**config.mk**
```make
export PLATFORM = sky130hd
export DESIGN_NAME = http_request_parser_unit
export DESIGN_NICKNAME = d
export VERILOG_FILES = /design/src/design/hrp_pkg.sv /design/src/design/http_request_parser_unit.sv /design/src/design/hrp_front.sv /design/src/design/hrp_queue.sv /design/src/design/hrp_back.sv
export SDC_FILE = /design/constraint.sdc
export NUM_CORES = 1
export LEC_CHECK = 0
export BUFFER_PORTS_ARGS = -buffer_cell sky130_fd_sc_hd__buf_2
export CORE_MARGIN = 8
export CORE_UTILIZATION = 40
export CTS_CLUSTER_DIAMETER = 30
export CTS_CLUSTER_SIZE = 28
export DETAILED_ROUTE_END_ITERATION = 8
export GPL_ROUTABILITY_DRIVEN = 0
export GPL_TIMING_DRIVEN = 0
export REMOVE_ABC_BUFFERS = 1
export SLEW_MARGIN = 20
export SYNTH_ARGS = -nofsm -noshare
export SYNTH_HDL_FRONTEND = slang
export SYNTH_HIERARCHICAL = 1
export SYNTH_SLANG_ARGS = --single-unit
```
**constraint.sdc**
```tcl
create_clock -name i_clk -period 8.5 [get_ports i_clk]
set_input_delay 0 -clock i_clk [delete_from_list [all_inputs] [get_ports i_clk]]
set_output_delay 0 -clock i_clk [all_outputs]
set_load 0.005 [all_outputs]
```
**src/design/hrp_pkg.sv**
```systemverilog
// ----------------------------------------------------------------------------
// hrp_pkg: shared types, constants and helpers of the HTTP request parser
// Character codes, result codes, queue sizing and byte classification.
// ----------------------------------------------------------------------------
package hrp_pkg;

    localparam int LEN_W       = 32;
    localparam int QUEUE_DEPTH = 4;
    localparam int QPTR_W      = $clog2(QUEUE_DEPTH);
    localparam int QCNT_W      = $clog2(QUEUE_DEPTH + 1);
    localparam int NAME_LEN    = 14;
    localparam int NAME_IDX_W  = 4;
    localparam int VER_W       = 16;

    localparam logic [LEN_W-1:0] LEN_MAX = '1;
    localparam logic [VER_W-1:0] VER_MAX = '1;

    localparam logic [7:0] CH_HT    = 8'h09;
    localparam logic [7:0] CH_LF    = 8'h0A;
    localparam logic [7:0] CH_CR    = 8'h0D;
    localparam logic [7:0] CH_SP    = 8'h20;
    localparam logic [7:0] CH_PLUS  = 8'h2B;
    localparam logic [7:0] CH_MINUS = 8'h2D;
    localparam logic [7:0] CH_DOT   = 8'h2E;
    localparam logic [7:0] CH_SLASH = 8'h2F;
    localparam logic [7:0] CH_0     = 8'h30;
    localparam logic [7:0] CH_9     = 8'h39;
    localparam logic [7:0] CH_COLON = 8'h3A;
    localparam logic [7:0] CH_H     = 8'h48;
    localparam logic [7:0] CH_P     = 8'h50;
    localparam logic [7:0] CH_T     = 8'h54;
    localparam logic [7:0] CH_DEL   = 8'h7F;
    localparam logic [7:0] CTL_MAX  = 8'h1F;

    // status codes
    localparam logic [1:0] ST_MORE = 2'd0;
    localparam logic [1:0] ST_DONE = 2'd1;
    localparam logic [1:0] ST_BAD  = 2'd2;

    // byte class codes
    localparam logic [2:0] CLS_DELIM = 3'd0;
    localparam logic [2:0] CLS_METH  = 3'd1;
    localparam logic [2:0] CLS_URI   = 3'd2;
    localparam logic [2:0] CLS_HNAME = 3'd3;
    localparam logic [2:0] CLS_HVAL  = 3'd4;
    localparam logic [2:0] CLS_BODY  = 3'd5;

    // classified input word
    typedef struct packed {
        logic [7:0] data;
        logic       restart;
        logic       tok;
        logic       ctl;
        logic       dig;
    } t_item;

    typedef struct packed {
        logic [1:0]       status;
        logic [2:0]       cls;
        logic             hb;
        logic [VER_W-1:0] maj;
        logic [VER_W-1:0] min;
        logic [31:0]      len;
    } t_result;

    function automatic logic is_ctl(input logic [7:0] c);
        return (c <= CTL_MAX) || (c == CH_DEL);
    endfunction

    function automatic logic is_token(input logic [7:0] c);
        logic special;
        special = c inside {8'h28, 8'h29, 8'h3C, 8'h3E, 8'h40, 8'h2C, 8'h3B, 8'h3A,
                            8'h5C, 8'h22, 8'h2F, 8'h5B, 8'h5D, 8'h3F, 8'h3D, 8'h7B,
                            8'h7D, 8'h20, 8'h09};
        return !c[7] && !is_ctl(c) && !special;
    endfunction

    function automatic logic is_dec_digit(input logic [7:0] c);
        return (c >= CH_0) && (c <= CH_9);
    endfunction

    // "Content-Length"
    function automatic logic [7:0] name_char(input logic [NAME_IDX_W-1:0] idx);
        logic [7:0] ch;
        case (idx)
            4'd0:    ch = 8'h43;
            4'd1:    ch = 8'h6F;
            4'd2:    ch = 8'h6E;
            4'd3:    ch = 8'h74;
            4'd4:    ch = 8'h65;
            4'd5:    ch = 8'h6E;
            4'd6:    ch = 8'h74;
            4'd7:    ch = 8'h2D;
            4'd8:    ch = 8'h4C;
            4'd9:    ch = 8'h65;
            4'd10:   ch = 8'h6E;
            4'd11:   ch = 8'h67;
            4'd12:   ch = 8'h74;
            4'd13:   ch = 8'h68;
            default: ch = 8'h00;
        endcase
        return ch;
    endfunction

    // 10*v + d, saturating; 10v+d > max is the overflow test
    function automatic logic [LEN_W-1:0] len_acc(input logic [LEN_W-1:0] v,
                                                 input logic [3:0] d);
        logic [LEN_W+3:0] x;
        x = ({4'b0, v} << 3) + ({4'b0, v} << 1) + (LEN_W+4)'(d);
        if (x > {4'b0, LEN_MAX}) return LEN_MAX;
        return x[LEN_W-1:0];
    endfunction

    function automatic logic [VER_W-1:0] ver_acc(input logic [VER_W-1:0] v,
                                                 input logic [3:0] d);
        logic [VER_W+3:0] x;
        x = ({4'b0, v} << 3) + ({4'b0, v} << 1) + (VER_W+4)'(d);
        if (x > {4'b0, VER_MAX}) return VER_MAX;
        return x[VER_W-1:0];
    endfunction

    function automatic logic [31:0] len_out(input logic [LEN_W-1:0] v);
        logic [63:0] w;
        w = 64'(v);
        return w[31:0];
    endfunction

endpackage

```
**src/design/http_request_parser_unit.sv**
```systemverilog
// ----------------------------------------------------------------------------
// http_request_parser_unit: HTTP/1.x request parser, one byte per word
// Path: each accepted byte is stored in the queue, then parsed into the result register.
// Throughput: 1 byte per cycle while the output does not stall the parser state machine.
// A 4-word queue decouples the input from the result register.
// Reset (synchronous, active low) clears parser state and queue; no sweep.
// ----------------------------------------------------------------------------
module http_request_parser_unit (
    input  logic        i_clk,
    input  logic        i_rst_n,
    input  logic        s_axis_tvalid,
    output logic        s_axis_tready,
    input  logic [7:0]  s_axis_tdata,   // [7:0] data_byte
    input  logic [0:0]  s_axis_tuser,   // [0] restart
    output logic        m_axis_tvalid,
    input  logic        m_axis_tready,
    output logic [71:0] m_axis_tdata    // status, byte_class, header_begin,
                                        // version_major, version_minor,
                                        // body_length, zero pad
);

    logic             push, full, q_valid, pop;
    hrp_pkg::t_item   f_item, q_item;
    hrp_pkg::t_result res;

    hrp_front u_front (
        .s_axis_tvalid (s_axis_tvalid),
        .s_axis_tready (s_axis_tready),
        .s_axis_tdata  (s_axis_tdata),
        .s_axis_tuser  (s_axis_tuser),
        .i_full        (full),
        .o_push        (push),
        .o_item        (f_item)
    );

    hrp_queue u_queue (
        .i_clk   (i_clk),
        .i_rst_n (i_rst_n),
        .i_push  (push),
        .i_item  (f_item),
        .o_full  (full),
        .o_valid (q_valid),
        .o_item  (q_item),
        .i_pop   (pop)
    );

    hrp_back u_back (
        .i_clk   (i_clk),
        .i_rst_n (i_rst_n),
        .i_valid (q_valid),
        .i_item  (q_item),
        .o_pop   (pop),
        .o_valid (m_axis_tvalid),
        .o_res   (res),
        .i_ready (m_axis_tready)
    );

    assign m_axis_tdata = {2'b00, res.len, res.min, res.maj, res.hb, res.cls, res.status};

endmodule

```
**src/design/hrp_front.sv**
```systemverilog
// ----------------------------------------------------------------------------
// hrp_front: input side of the request parser
// Takes request bytes, tags them with character class flags, pushes words.
// ----------------------------------------------------------------------------
module hrp_front (
    input  logic          s_axis_tvalid,
    output logic          s_axis_tready,
    input  logic [7:0]    s_axis_tdata,   // data_byte
    input  logic [0:0]    s_axis_tuser,   // restart
    input  logic          i_full,
    output logic          o_push,
    output hrp_pkg::t_item o_item
);

    assign s_axis_tready = !i_full;
    assign o_push        = s_axis_tvalid && !i_full;

    always_comb begin
        o_item.data    = s_axis_tdata;
        o_item.restart = s_axis_tuser[0];
        o_item.tok     = hrp_pkg::is_token(s_axis_tdata);
        o_item.ctl     = hrp_pkg::is_ctl(s_axis_tdata);
        o_item.dig     = hrp_pkg::is_dec_digit(s_axis_tdata);
    end

endmodule

```
**src/design/hrp_queue.sv**
```systemverilog
// ----------------------------------------------------------------------------
// hrp_queue: short word queue between classifier and parser
// Register file with read and write pointers and an occupancy count.
// ----------------------------------------------------------------------------
module hrp_queue (
    input  logic           i_clk,
    input  logic           i_rst_n,
    input  logic           i_push,
    input  hrp_pkg::t_item i_item,
    output logic           o_full,
    output logic           o_valid,
    output hrp_pkg::t_item o_item,
    input  logic           i_pop
);

    hrp_pkg::t_item r_mem [hrp_pkg::QUEUE_DEPTH];
    logic [hrp_pkg::QPTR_W-1:0] r_wr, r_rd;
    logic [hrp_pkg::QCNT_W-1:0] r_count;

    assign o_full  = (r_count == hrp_pkg::QCNT_W'(hrp_pkg::QUEUE_DEPTH));
    assign o_valid = (r_count != '0);
    assign o_item  = r_mem[r_rd];

    always_ff @(posedge i_clk) begin
        if (i_push) begin
            r_mem[r_wr] <= i_item;
        end
    end

    always_ff @(posedge i_clk) begin
        if (!i_rst_n) begin
            r_wr    <= '0;
            r_rd    <= '0;
            r_count <= '0;
        end else begin
            if (i_push) r_wr <= r_wr + 1'b1;
            if (i_pop)  r_rd <= r_rd + 1'b1;
            if (i_push && !i_pop)      r_count <= r_count + 1'b1;
            else if (!i_push && i_pop) r_count <= r_count - 1'b1;
        end
    end

endmodule

```
**src/design/hrp_back.sv**
```systemverilog
// ----------------------------------------------------------------------------
// hrp_back: request parser state machine and result register
// Walks the request line, headers and body; one word per cycle unless the output stalls.
// ----------------------------------------------------------------------------
module hrp_back (
    input  logic             i_clk,
    input  logic             i_rst_n,
    input  logic             i_valid,
    input  hrp_pkg::t_item   i_item,
    output logic             o_pop,
    output logic             o_valid,
    output hrp_pkg::t_result o_res,
    input  logic             i_ready
);

    typedef enum logic [20:0] {
        PH_MSTART = 21'h000001,
        PH_METHOD = 21'h000002,
        PH_URI    = 21'h000004,
        PH_H      = 21'h000008,
        PH_T1     = 21'h000010,
        PH_T2     = 21'h000020,
        PH_P      = 21'h000040,
        PH_SLASH  = 21'h000080,
        PH_MAJ0   = 21'h000100,
        PH_MAJ    = 21'h000200,
        PH_MIN0   = 21'h000400,
        PH_MIN    = 21'h000800,
        PH_NL1    = 21'h001000,
        PH_LSTART = 21'h002000,
        PH_LWS    = 21'h004000,
        PH_HNAME  = 21'h008000,
        PH_SP     = 21'h010000,
        PH_HVAL   = 21'h020000,
        PH_NL2    = 21'h040000,
        PH_NL3    = 21'h080000,
        PH_BODY   = 21'h100000
    } t_phase;

    typedef enum logic [3:0] {
        NP_SKIP = 4'b0001,
        NP_SIGN = 4'b0010,
        NP_DIG  = 4'b0100,
        NP_DONE = 4'b1000
    } t_nph;

    localparam int LW = hrp_pkg::LEN_W;
    localparam int VW = hrp_pkg::VER_W;
    localparam int IW = hrp_pkg::NAME_IDX_W;

    t_phase          r_phase, c_phase, n_phase;
    logic [1:0]      r_outcome, c_outcome, n_outcome;
    logic            r_any, c_any, n_any;
    logic [IW-1:0]   r_idx, c_idx, n_idx;
    logic            r_match, c_match, n_match;
    logic            r_len_found, c_len_found, n_len_found;
    logic            r_in_len, c_in_len, n_in_len;
    t_nph            r_np, c_np, n_np;
    logic            r_neg, c_neg, n_neg;
    logic [LW-1:0]   r_len, c_len, n_len;
    logic [LW-1:0]   r_body, c_body, n_body;
    logic [VW-1:0]   r_maj, c_maj, n_maj;
    logic [VW-1:0]   r_min, c_min, n_min;

    t_nph            vb_np;
    logic            vb_neg;
    logic [LW-1:0]   vb_len;
    logic [IW-1:0]   nb_idx;
    logic            nb_match;
    logic            st_match;

    logic [7:0]      c;
    logic [3:0]      dval;
    logic [1:0]      res;
    logic [2:0]      cls;
    logic            hb;
    logic [LW-1:0]   body_inc;

    logic             r_out_valid;
    hrp_pkg::t_result r_res;

    assign o_pop   = i_valid && (!r_out_valid || i_ready);
    assign o_valid = r_out_valid;
    assign o_res   = r_res;
    assign c       = i_item.data;
    assign dval    = 4'(c - hrp_pkg::CH_0);
    assign body_inc = c_body + 1'b1;

    // restart returns to reset values before this word is used
    always_comb begin
        if (i_item.restart) begin
            c_phase = PH_MSTART;  c_outcome = hrp_pkg::ST_MORE;
            c_any = 1'b0;         c_idx = '0;       c_match = 1'b1;
            c_len_found = 1'b0;   c_in_len = 1'b0;  c_np = NP_SKIP;
            c_neg = 1'b0;         c_len = '0;       c_body = '0;
            c_maj = '0;           c_min = '0;
        end else begin
            c_phase = r_phase;    c_outcome = r_outcome;
            c_any = r_any;        c_idx = r_idx;    c_match = r_match;
            c_len_found = r_len_found; c_in_len = r_in_len; c_np = r_np;
            c_neg = r_neg;        c_len = r_len;    c_body = r_body;
            c_maj = r_maj;        c_min = r_min;
        end
    end

    // Content-Length value byte
    always_comb begin
        vb_np  = c_np;
        vb_neg = c_neg;
        vb_len = c_len;
        if (c_in_len) begin
            case (c_np)
                NP_SKIP: begin
                    if (c == hrp_pkg::CH_SP) begin
                        vb_np = NP_SKIP;
                    end else if (c == hrp_pkg::CH_PLUS) begin
                        vb_np = NP_SIGN;
                    end else if (c == hrp_pkg::CH_MINUS) begin
                        vb_neg = 1'b1;
                        vb_np  = NP_DONE;
                    end else if (i_item.dig) begin
                        vb_len = hrp_pkg::len_acc(c_len, dval);
                        vb_np  = NP_DIG;
                    end else begin
                        vb_np = NP_DONE;
                    end
                end
                NP_SIGN, NP_DIG: begin
                    if (i_item.dig) begin
                        vb_len = hrp_pkg::len_acc(c_len, dval);
                        vb_np  = NP_DIG;
                    end else begin
                        vb_np = NP_DONE;
                    end
                end
                default: vb_np = c_np;
            endcase
        end
    end

    // header name matcher; a new line starts from index 0, still matching
    always_comb begin
        logic [IW-1:0] bi;
        logic          bm;
        bi = (c_phase == PH_LSTART) ? '0 : c_idx;
        bm = (c_phase == PH_LSTART) ? 1'b1 : c_match;
        nb_idx   = bi;
        nb_match = bm;
        if (bi < IW'(hrp_pkg::NAME_LEN) && hrp_pkg::name_char(bi) == c) begin
            nb_idx = bi + 1'b1;
        end else begin
            nb_match = 1'b0;
        end
    end

    assign st_match = c_match && (c_idx == IW'(hrp_pkg::NAME_LEN)) && !c_len_found;

    always_comb begin
        n_phase = c_phase;  n_outcome = c_outcome; n_any = c_any;
        n_idx = c_idx;      n_match = c_match;     n_len_found = c_len_found;
        n_in_len = c_in_len; n_np = c_np;          n_neg = c_neg;
        n_len = c_len;      n_body = c_body;       n_maj = c_maj;
        n_min = c_min;
        res = hrp_pkg::ST_MORE;
        cls = hrp_pkg::CLS_DELIM;
        hb  = 1'b0;
        if (c_outcome == hrp_pkg::ST_MORE) begin
            case (c_phase)
                PH_MSTART: begin
                    if (i_item.tok) begin
                        n_phase = PH_METHOD;
                        cls = hrp_pkg::CLS_METH;
                    end else res = hrp_pkg::ST_BAD;
                end
                PH_METHOD: begin
                    if (c == hrp_pkg::CH_SP) n_phase = PH_URI;
                    else if (i_item.tok) cls = hrp_pkg::CLS_METH;
                    else res = hrp_pkg::ST_BAD;
                end
                PH_URI: begin
                    if (c == hrp_pkg::CH_SP) n_phase = PH_H;
                    else if (i_item.ctl) res = hrp_pkg::ST_BAD;
                    else cls = hrp_pkg::CLS_URI;
                end
                PH_H: begin
                    if (c == hrp_pkg::CH_H) n_phase = PH_T1; else res = hrp_pkg::ST_BAD;
                end
                PH_T1: begin
                    if (c == hrp_pkg::CH_T) n_phase = PH_T2; else res = hrp_pkg::ST_BAD;
                end
                PH_T2: begin
                    if (c == hrp_pkg::CH_T) n_phase = PH_P; else res = hrp_pkg::ST_BAD;
                end
                PH_P: begin
                    if (c == hrp_pkg::CH_P) n_phase = PH_SLASH; else res = hrp_pkg::ST_BAD;
                end
                PH_SLASH: begin
                    if (c == hrp_pkg::CH_SLASH) begin
                        n_maj = '0;
                        n_min = '0;
                        n_phase = PH_MAJ0;
                    end else res = hrp_pkg::ST_BAD;
                end
                PH_MAJ0: begin
                    if (i_item.dig) begin
                        n_maj = hrp_pkg::ver_acc(c_maj, dval);
                        n_phase = PH_MAJ;
                    end else res = hrp_pkg::ST_BAD;
                end
                PH_MAJ: begin
                    if (c == hrp_pkg::CH_DOT) n_phase = PH_MIN0;
                    else if (i_item.dig) n_maj = hrp_pkg::ver_acc(c_maj, dval);
                    else res = hrp_pkg::ST_BAD;
                end
                PH_MIN0: begin
                    if (i_item.dig) begin
                        n_min = hrp_pkg::ver_acc(c_min, dval);
                        n_phase = PH_MIN;
                    end else res = hrp_pkg::ST_BAD;
                end
                PH_MIN: begin
                    if (c == hrp_pkg::CH_CR) n_phase = PH_NL1;
                    else if (i_item.dig) n_min = hrp_pkg::ver_acc(c_min, dval);
                    else res = hrp_pkg::ST_BAD;
                end
                PH_NL1: begin
                    if (c == hrp_pkg::CH_LF) n_phase = PH_LSTART; else res = hrp_pkg::ST_BAD;
                end
                PH_LSTART: begin
                    if (c == hrp_pkg::CH_CR) begin
                        n_phase = PH_NL3;
                    end else if (c_any && (c == hrp_pkg::CH_SP || c == hrp_pkg::CH_HT)) begin
                        n_phase = PH_LWS;
                    end else if (!i_item.tok) begin
                        res = hrp_pkg::ST_BAD;
                    end else begin
                        n_any    = 1'b1;
                        n_in_len = 1'b0;
                        n_idx    = nb_idx;
                        n_match  = nb_match;
                        n_phase  = PH_HNAME;
                        cls = hrp_pkg::CLS_HNAME;
                        hb  = 1'b1;
                    end
                end
                PH_LWS: begin
                    if (c == hrp_pkg::CH_CR) begin
                        n_phase = PH_NL2;
                    end else if (c == hrp_pkg::CH_SP || c == hrp_pkg::CH_HT) begin
                        n_phase = PH_LWS;
                    end else if (i_item.ctl) begin
                        res = hrp_pkg::ST_BAD;
                    end else begin
                        n_phase = PH_HVAL;
                        n_np = vb_np; n_neg = vb_neg; n_len = vb_len;
                        cls = hrp_pkg::CLS_HVAL;
                    end
                end
                PH_HNAME: begin
                    if (c == hrp_pkg::CH_COLON) begin
                        if (st_match) begin
                            n_len_found = 1'b1;
                            n_in_len    = 1'b1;
                            n_np        = NP_SKIP;
                        end
                        n_phase = PH_SP;
                    end else if (i_item.tok) begin
                        n_idx   = nb_idx;
                        n_match = nb_match;
                        cls = hrp_pkg::CLS_HNAME;
                    end else res = hrp_pkg::ST_BAD;
                end
                PH_SP: begin
                    if (c == hrp_pkg::CH_SP) n_phase = PH_HVAL; else res = hrp_pkg::ST_BAD;
                end
                PH_HVAL: begin
                    if (c == hrp_pkg::CH_CR) begin
                        n_phase = PH_NL2;
                    end else if (i_item.ctl) begin
                        res = hrp_pkg::ST_BAD;
                    end else begin
                        n_np = vb_np; n_neg = vb_neg; n_len = vb_len;
                        cls = hrp_pkg::CLS_HVAL;
                    end
                end
                PH_NL2: begin
                    if (c == hrp_pkg::CH_LF) n_phase = PH_LSTART; else res = hrp_pkg::ST_BAD;
                end
                PH_NL3: begin
                    if (c != hrp_pkg::CH_LF || c_neg) begin
                        res = hrp_pkg::ST_BAD;
                    end else if (c_len != '0) begin
                        n_body  = '0;
                        n_phase = PH_BODY;
                    end else res = hrp_pkg::ST_DONE;
                end
                PH_BODY: begin
                    cls    = hrp_pkg::CLS_BODY;
                    n_body = body_inc;
                    if (body_inc == c_len) res = hrp_pkg::ST_DONE;
                end
                default: res = hrp_pkg::ST_BAD;
            endcase
            if (res == hrp_pkg::ST_BAD) begin
                cls = hrp_pkg::CLS_DELIM;
                hb  = 1'b0;
            end
            n_outcome = res;
        end
    end

    always_ff @(posedge i_clk) begin
        if (!i_rst_n) begin
            r_phase <= PH_MSTART;  r_outcome <= hrp_pkg::ST_MORE;
            r_any <= 1'b0;         r_idx <= '0;       r_match <= 1'b1;
            r_len_found <= 1'b0;   r_in_len <= 1'b0;  r_np <= NP_SKIP;
            r_neg <= 1'b0;         r_len <= '0;       r_body <= '0;
            r_maj <= '0;           r_min <= '0;
            r_out_valid <= 1'b0;
        end else begin
            if (o_pop) begin
                r_phase <= n_phase;    r_outcome <= n_outcome;
                r_any <= n_any;        r_idx <= n_idx;    r_match <= n_match;
                r_len_found <= n_len_found; r_in_len <= n_in_len; r_np <= n_np;
                r_neg <= n_neg;        r_len <= n_len;    r_body <= n_body;
                r_maj <= n_maj;        r_min <= n_min;
                r_out_valid <= 1'b1;
            end else if (i_ready) begin
                r_out_valid <= 1'b0;
            end
        end
    end

    always_ff @(posedge i_clk) begin
        if (o_pop) begin
            r_res.status <= n_outcome;
            r_res.cls    <= cls;
            r_res.hb     <= hb;
            r_res.maj    <= n_maj;
            r_res.min    <= n_min;
            r_res.len    <= hrp_pkg::len_out(n_len);
        end
    end

`ifndef ASSERT_OFF
    a_outcome_code: assert property (@(posedge i_clk) disable iff (!i_rst_n)
        r_outcome == hrp_pkg::ST_MORE || r_outcome == hrp_pkg::ST_DONE ||
        r_outcome == hrp_pkg::ST_BAD)
        else $error("outcome register holds an unused code");

    a_hb_class: assert property (@(posedge i_clk) disable iff (!i_rst_n)
        r_out_valid && r_res.hb |-> r_res.cls == hrp_pkg::CLS_HNAME)
        else $error("header start flagged outside a header name");

    a_bad_class: assert property (@(posedge i_clk) disable iff (!i_rst_n)
        r_out_valid && r_res.status == hrp_pkg::ST_BAD |-> r_res.cls == hrp_pkg::CLS_DELIM)
        else $error("invalid word carries a field class");

    a_len_hdr: assert property (@(posedge i_clk) disable iff (!i_rst_n)
        !r_len_found |-> !r_in_len)
        else $error("length header active before one was found");

    a_sticky: assert property (@(posedge i_clk) disable iff (!i_rst_n)
        o_pop && !i_item.restart && r_outcome != hrp_pkg::ST_MORE
        |=> r_outcome == $past(r_outcome))
        else $error("final outcome changed without restart");
`endif

endmodule

```
## After elaboration in Yosys (flattened, before gate mapping)

Memories as Yosys holds them, arrays and structs flattened. A register that Yosys moved wholly into a read port is not among the register bits.
Index checks and enable logic that the tools add are counted.

| operators by class | value |
|---|---|
| equality and inequality tests | 62 |
| reductions and logical operators | 35 |
| add/subtract/negate cells | 13 |
| multiplexer cells | 204 |
| order comparisons | 7 |
| bitwise logic cells | 2 |

Operator list:

| cell | count |
|---|---|
| 32-bit 2-to-1 mux | 19 |
| 21-bit 2-to-1 mux | 26 |
| 21-bit case mux with 19 select lines | 1 |
| 16-bit 2-to-1 mux | 18 |
| 32-bit case mux with 2 select lines | 3 |
| 8-bit by 6-bit == test with 1-bit output, second input constant | 18 |
| 16-bit case mux with 3 select lines | 2 |
| 4-bit 2-to-1 mux | 21 |
| 8-bit by 7-bit == test with 1-bit output, second input constant | 10 |
| 1-bit 2-to-1 mux | 68 |
| 2-bit 2-to-1 mux | 27 |
| 19-bit by 17-bit adder with 20-bit output | 2 |
| 20-bit by 4-bit adder with 20-bit output | 2 |
| 20-bit by 16-bit > comparator with 1-bit output, second input constant | 2 |
| 35-bit by 33-bit adder with 36-bit output | 1 |
| 36-bit by 4-bit adder with 36-bit output | 1 |
| 36-bit by 32-bit > comparator with 1-bit output, second input constant | 1 |
| 2-bit case mux with 18 select lines | 1 |
| 3-bit 2-to-1 mux | 11 |
| 32-bit by 1-bit adder with 32-bit output, second input constant | 1 |
| 32-bit == test | 1 |
| 8-bit by 4-bit == test with 1-bit output, second input constant | 4 |
| 32-bit nonzero test | 1 |
| 3-bit case mux with 8 select lines | 1 |
| 51 further kinds | 81 |

| word-level totals | value |
|---|---|
| RAM bits | 48 |
| input bits | 13 |
| flip-flop bits (word level) | 210 |
| memory bits (read-only) | 112 |
| memories kept | 2 |
| output and inout bits | 74 |

Memories:

| name | depth | bits a word | read ports | clocked after memory_dff | write ports | line | text |
|---|---|---|---|---|---|---|---|
| (no name shown) | 16 | 7 | 1 | 0 | 0 | hrp_pkg.sv:85 | `case (idx)` |
| u_queue.r_mem | 4 | 12 | 1 | 1 | 1 | hrp_queue.sv:16 | `hrp_pkg::t_item r_mem [hrp_pkg::QUEUE_DEPTH];` |

## Logic depth before layout (Yosys ltp)

| depth | value |
|---|---|
| word-level depth | 23 |
| mapped depth | 27 |
| gate-level depth less buffers | 15 |

## Modules after synthesis

The synthesis kept the hierarchy.

By module, submodules not included:

| module | area an instance (µm²) | seq. area each (µm²) | cells each | instances |
|---|---|---|---|---|
| hrp_back | 17678.2 | 4764.6 | 2289 | 1 |
| hrp_queue | 2182.1 | 1621.6 | 105 | 1 |
| hrp_front | 339.1 | 0.0 | 51 | 1 |
| http_request_parser_unit | 18.8 | 0.0 | 3 | 1 |

## Least setup slack after synthesis

Ideal clock, no wire load.

| timing | value |
|---|---|
| kind | reg-to-reg |
| from | register with a tool-made name |
| to | register u_back.r_res (netlist bit u_back/o_res[40]), data pin |
| arrival time | 6107 ps |
| data required time | 8211 ps |
| setup slack | 2104 ps |
| path buffers | 10 |
| stages on the path, launching flop included | 25 |
| period minus slack after synthesis | 6396 ps |
| cell sequence | dfxtp_1 buf_6 mux4_2 buf_2 clkbuf_1 buf_2 buf_2 buf_2 clkbuf_1 buf_1 buf_2 clkbuf_1 nor2_1 fa_1 inv_1 fa_1 nor2b_1 o21ai_0 a21boi_0 o21a_1 o2111ai_1 a21oi_1 mux2_2 nor3_1 a31oi_1 |

RTL lines:

| element | line | text |
|---|---|---|
| end, declared | hrp_back.sv:80 | `hrp_pkg::t_result r_res;` |

==> results.sh <==
export IMPL_fp_coreArea_sq_um=50070
export IMPL_synthTopCellsByArea="edfxtp_1 (18%), dfxtp_1 (14%), ha_1 (8.4%)"
export IMPL_endpoint="u_back/o_res[25]"
export IMPL_ys_top_cells_by_count="nand2_1 (252), nor2_1 (214), a21oi_1 (192)"
export IMPL_yosysMostFrequentCell="nand2_1"
export IMPL_layout_nets=2651
export IMPL_start_util=0.4038
export IMPL_overflow=0
export IMPL_wire_per_inst_microns=21.35
export IMPL_post_route_drc_count=0
export IMPL_stdcell_area_sq_um=23820
export IMPL_htree_levels=3
export IMPL_ctsResizeCount=0
export IMPL_place_ws_ns=0.4330
export IMPL_port_buffers=84
export IMPL_reg2reg_slack_ns=0.72
export IMPL_dpl_hpwl_microns=48610
export IMPL_clock_skew_ns=0.01624
export IMPL_n_antenna_cell=0
export IMPL_syn_area_sq_um=20220
export IMPL_clock_latency_ns=0.58
export IMPL_synth_top_area_cell="edfxtp_1"
export IMPL_critPathKind="reg -> reg"
export IMPL_synth_ff_latch_count=260
export IMPL_cts_clk_slew_worst_paths_ns=0.04
export IMPL_area_growth_pct=17.83
export IMPL_routed_wl_microns=68880
export IMPL_slew_headroom=0.2373
export IMPL_drv_slew=0
export IMPL_required_ns=8.77
export IMPL_drt_iter0_markers=2059
export IMPL_maxCapViolations=0
export IMPL_synth_seq_area_share=0.3159
export IMPL_setup_ws_ns=0.7180
export IMPL_num_rows=82
export IMPL_synth_cell_types=98
export IMPL_ys_flop_type="dfxtp_1"
export IMPL_status="finished, final reports clean"
export IMPL_postPlaceCellArea_sq_um=21200
export IMPL_cts_max_path_buffers=3
export IMPL_async_reset_ff_frac=0
export IMPL_viasPerCell=6.277
export IMPL_power_density_nw_per_um2=294.1
export IMPL_first_pass_iters=6
export IMPL_final_layout_size_suffix_gt1_frac=0.1100
export IMPL_cp_arrival_ns=8.05
export IMPL_finalCriticalPeriod_ns=7.782
export IMPL_ios=87
export IMPL_cts_sinks=260
export IMPL_multi_input_area_sq_um=13070
export IMPL_synth_edf_count=118
export IMPL_grt_pass1_wl_microns=107900
export IMPL_antenna_left=0
export IMPL_cts_tree="yes"
export IMPL_final_period_utilization=0.9155
export IMPL_synth_top_area_share=0.1753
export IMPL_avgSynthCellArea_sq_um=8.259
export IMPL_rsz0062_at_grt="false"
export IMPL_die_area_sq_um=57990
export IMPL_p_leak_nw=9.290
export IMPL_fillers=4846
export IMPL_max_vdd_ir_drop_v=0.0001927
export IMPL_r2r_end="u_back/o_res[25]"
export IMPL_num_vias=20249
export IMPL_startpoint_type="flip-flop"
export IMPL_syn_inst=2448
export IMPL_tightestPinTransition_ns=1.134
export IMPL_antenna_found_initial=1
export IMPL_cts_made_buffers=71
export IMPL_die_h_microns=240.8
export IMPL_grt_max_degree=83
export IMPL_grt_pass1_vias=19585
export IMPL_setup_viol=0
export IMPL_dieWidth_microns=240.8
export IMPL_seq_area_sq_um=6386
export IMPL_end_kind="flip-flop"
export IMPL_yosys_warnings=6
export IMPL_tns_ns=0
export IMPL_clock_fmax_mhz=128.5
export IMPL_hold_viol=0
export IMPL_worstRegToRegCells=17
export IMPL_grt_util_all_layers=0.2314
export IMPL_crit_fanout=53
export IMPL_ctsRootBufferMaster="clkbuf_16"
export IMPL_post_cts_buffers=0
export IMPL_min_path_type="in -> reg"
## repair_timing
item,4_1_cts,5_1_grt
hold buffers,11,0
endpoints found under the setup margin,0,0
endpoints found under the hold margin,46,0
## layer usage
metal / track usage / vias to the layer above / part of all wire
met5: 0 / - / 0.00019
met1: 0.3049 / 9656 / 0.42
met4: 0.1020 / 2 / 0.035
li1: - / 9377 / -
met3: 0.04293 / 201 / 0.094
met2: 0.3679 / 1013 / 0.45
## flip-flops by register name, summed over array words and instances (netlist names), named ones only
signal	count
u_back/r_in_len	1
u_back/r_min	16
u_queue/r_mem	48
u_back/r_any	1
u_back/r_phase	21
u_back/o_valid	1
u_back/r_maj	16
u_back/o_res	70
u_back/r_len	32
u_back/r_neg	1
u_queue/r_wr	2
u_back/r_len_found	1
u_back/r_np	4
u_back/r_body	32
u_back/r_idx	4
u_back/r_match	1
u_back/r_outcome	2
u_queue/r_count	3
u_queue/r_rd	2
## power by group
| part | total (W) | leakage (nW) | internal (W) | switching, W |
|---|---|---|---|---|
| logic | 0.00243 | 5.77 | 0.000753 | 0.00167 |
| registers | 0.00179 | 2.30 | 0.00162 | 0.000164 |
| clock network | 0.00279 | 1.22 | 0.00199 | 0.000806 |
## worst min-delay path by stage
| stage | start | endpoint | slack (ns) | depth (start not counted) |
|---|---|---|---|---|
| after floorplan | i_rst_n | u_back/r_np[0] | 0.08 | 1 |
| after global placement | s_axis_tuser | u_queue/r_mem[2][3] | 0.22 | 1 |
| after CTS | i_rst_n | u_back/r_min[8] | 0.002 | 3 |
| after detailed placement | s_axis_tuser | u_queue/r_mem[0][3] | 0.22 | 1 |
| final | i_rst_n | u_back/r_min[8] | 0.02 | 3 |
| after global routing | i_rst_n | u_back/r_min[8] | 0.04 | 3 |
## critical path: stages (launching register included)
cell,delay [ns]
dfxtp_1,0.84
mux4_4,1.10
buf_12,0.32
clkinv_2,0.33
buf_12,0.29
nand2_1,0.19
inv_1,0.18
ha_1,0.25
ha_1,0.37
nand2_1,0.11
or3_1,0.41
o221a_2,0.34
a31oi_1,0.48
a22oi_1,0.17
a221oi_1,0.63
nand2_2,0.59
o32ai_1,0.53
o21ai_0,0.24
## placed cells by master (no fill, tap or decap), drive strengths merged, types with 74 or more instances in the layout
cell,count
edfxtp,118
dfxtp,142
buf,97
o21ai,188
nor2b,80
a21oi,194
ha,136
nand2,252
nor2,214
nor3,74
clkbuf,92
## metrics by stage
stage	utilization	total power [W]	hold slack [ns]	std cells
2_1_floorplan	-	0.003213	0.07623	2315
3_3_place_gp	0.4172	0.004092	0.2151	3071
3_5_place_dp	0.4234	0.004176	0.2242	3084
6_report	0.4758	0.007006	0.01697	3226
4_1_cts	0.4757	0.007018	0.001590	3226
5_1_grt	0.4758	0.007348	0.04304	3226
## cell families after synthesis
| family | count (synthesis) | synth area share |
|---|---|---|
| xor gates and xnor gates | 96 | 0.04159 |
| other | 1 | 0.0001855 |
| muxes | 26 | 0.02086 |
| adders and majority gates | 142 | 0.09010 |
| AOI/OAI and AO/OA | 751 | 0.2437 |
| DFF | 260 | 0.3159 |
| and+or+nand+nor | 971 | 0.2459 |
| buffers and inverters | 201 | 0.04177 |
## layout make-up
class | count | share of cell area
Inverter | 67 | 0.01092
Tap cell | 672 | 0.03529
Timing Repair Buffer | 108 | 0.03178
Sequential cell | 260 | 0.2681
Clock buffer | 92 | 0.08445
Clock inverter | 39 | 0.02085
Multi-Input combinational cell | 1988 | 0.5486
Power figures use the tool's default switching activity.
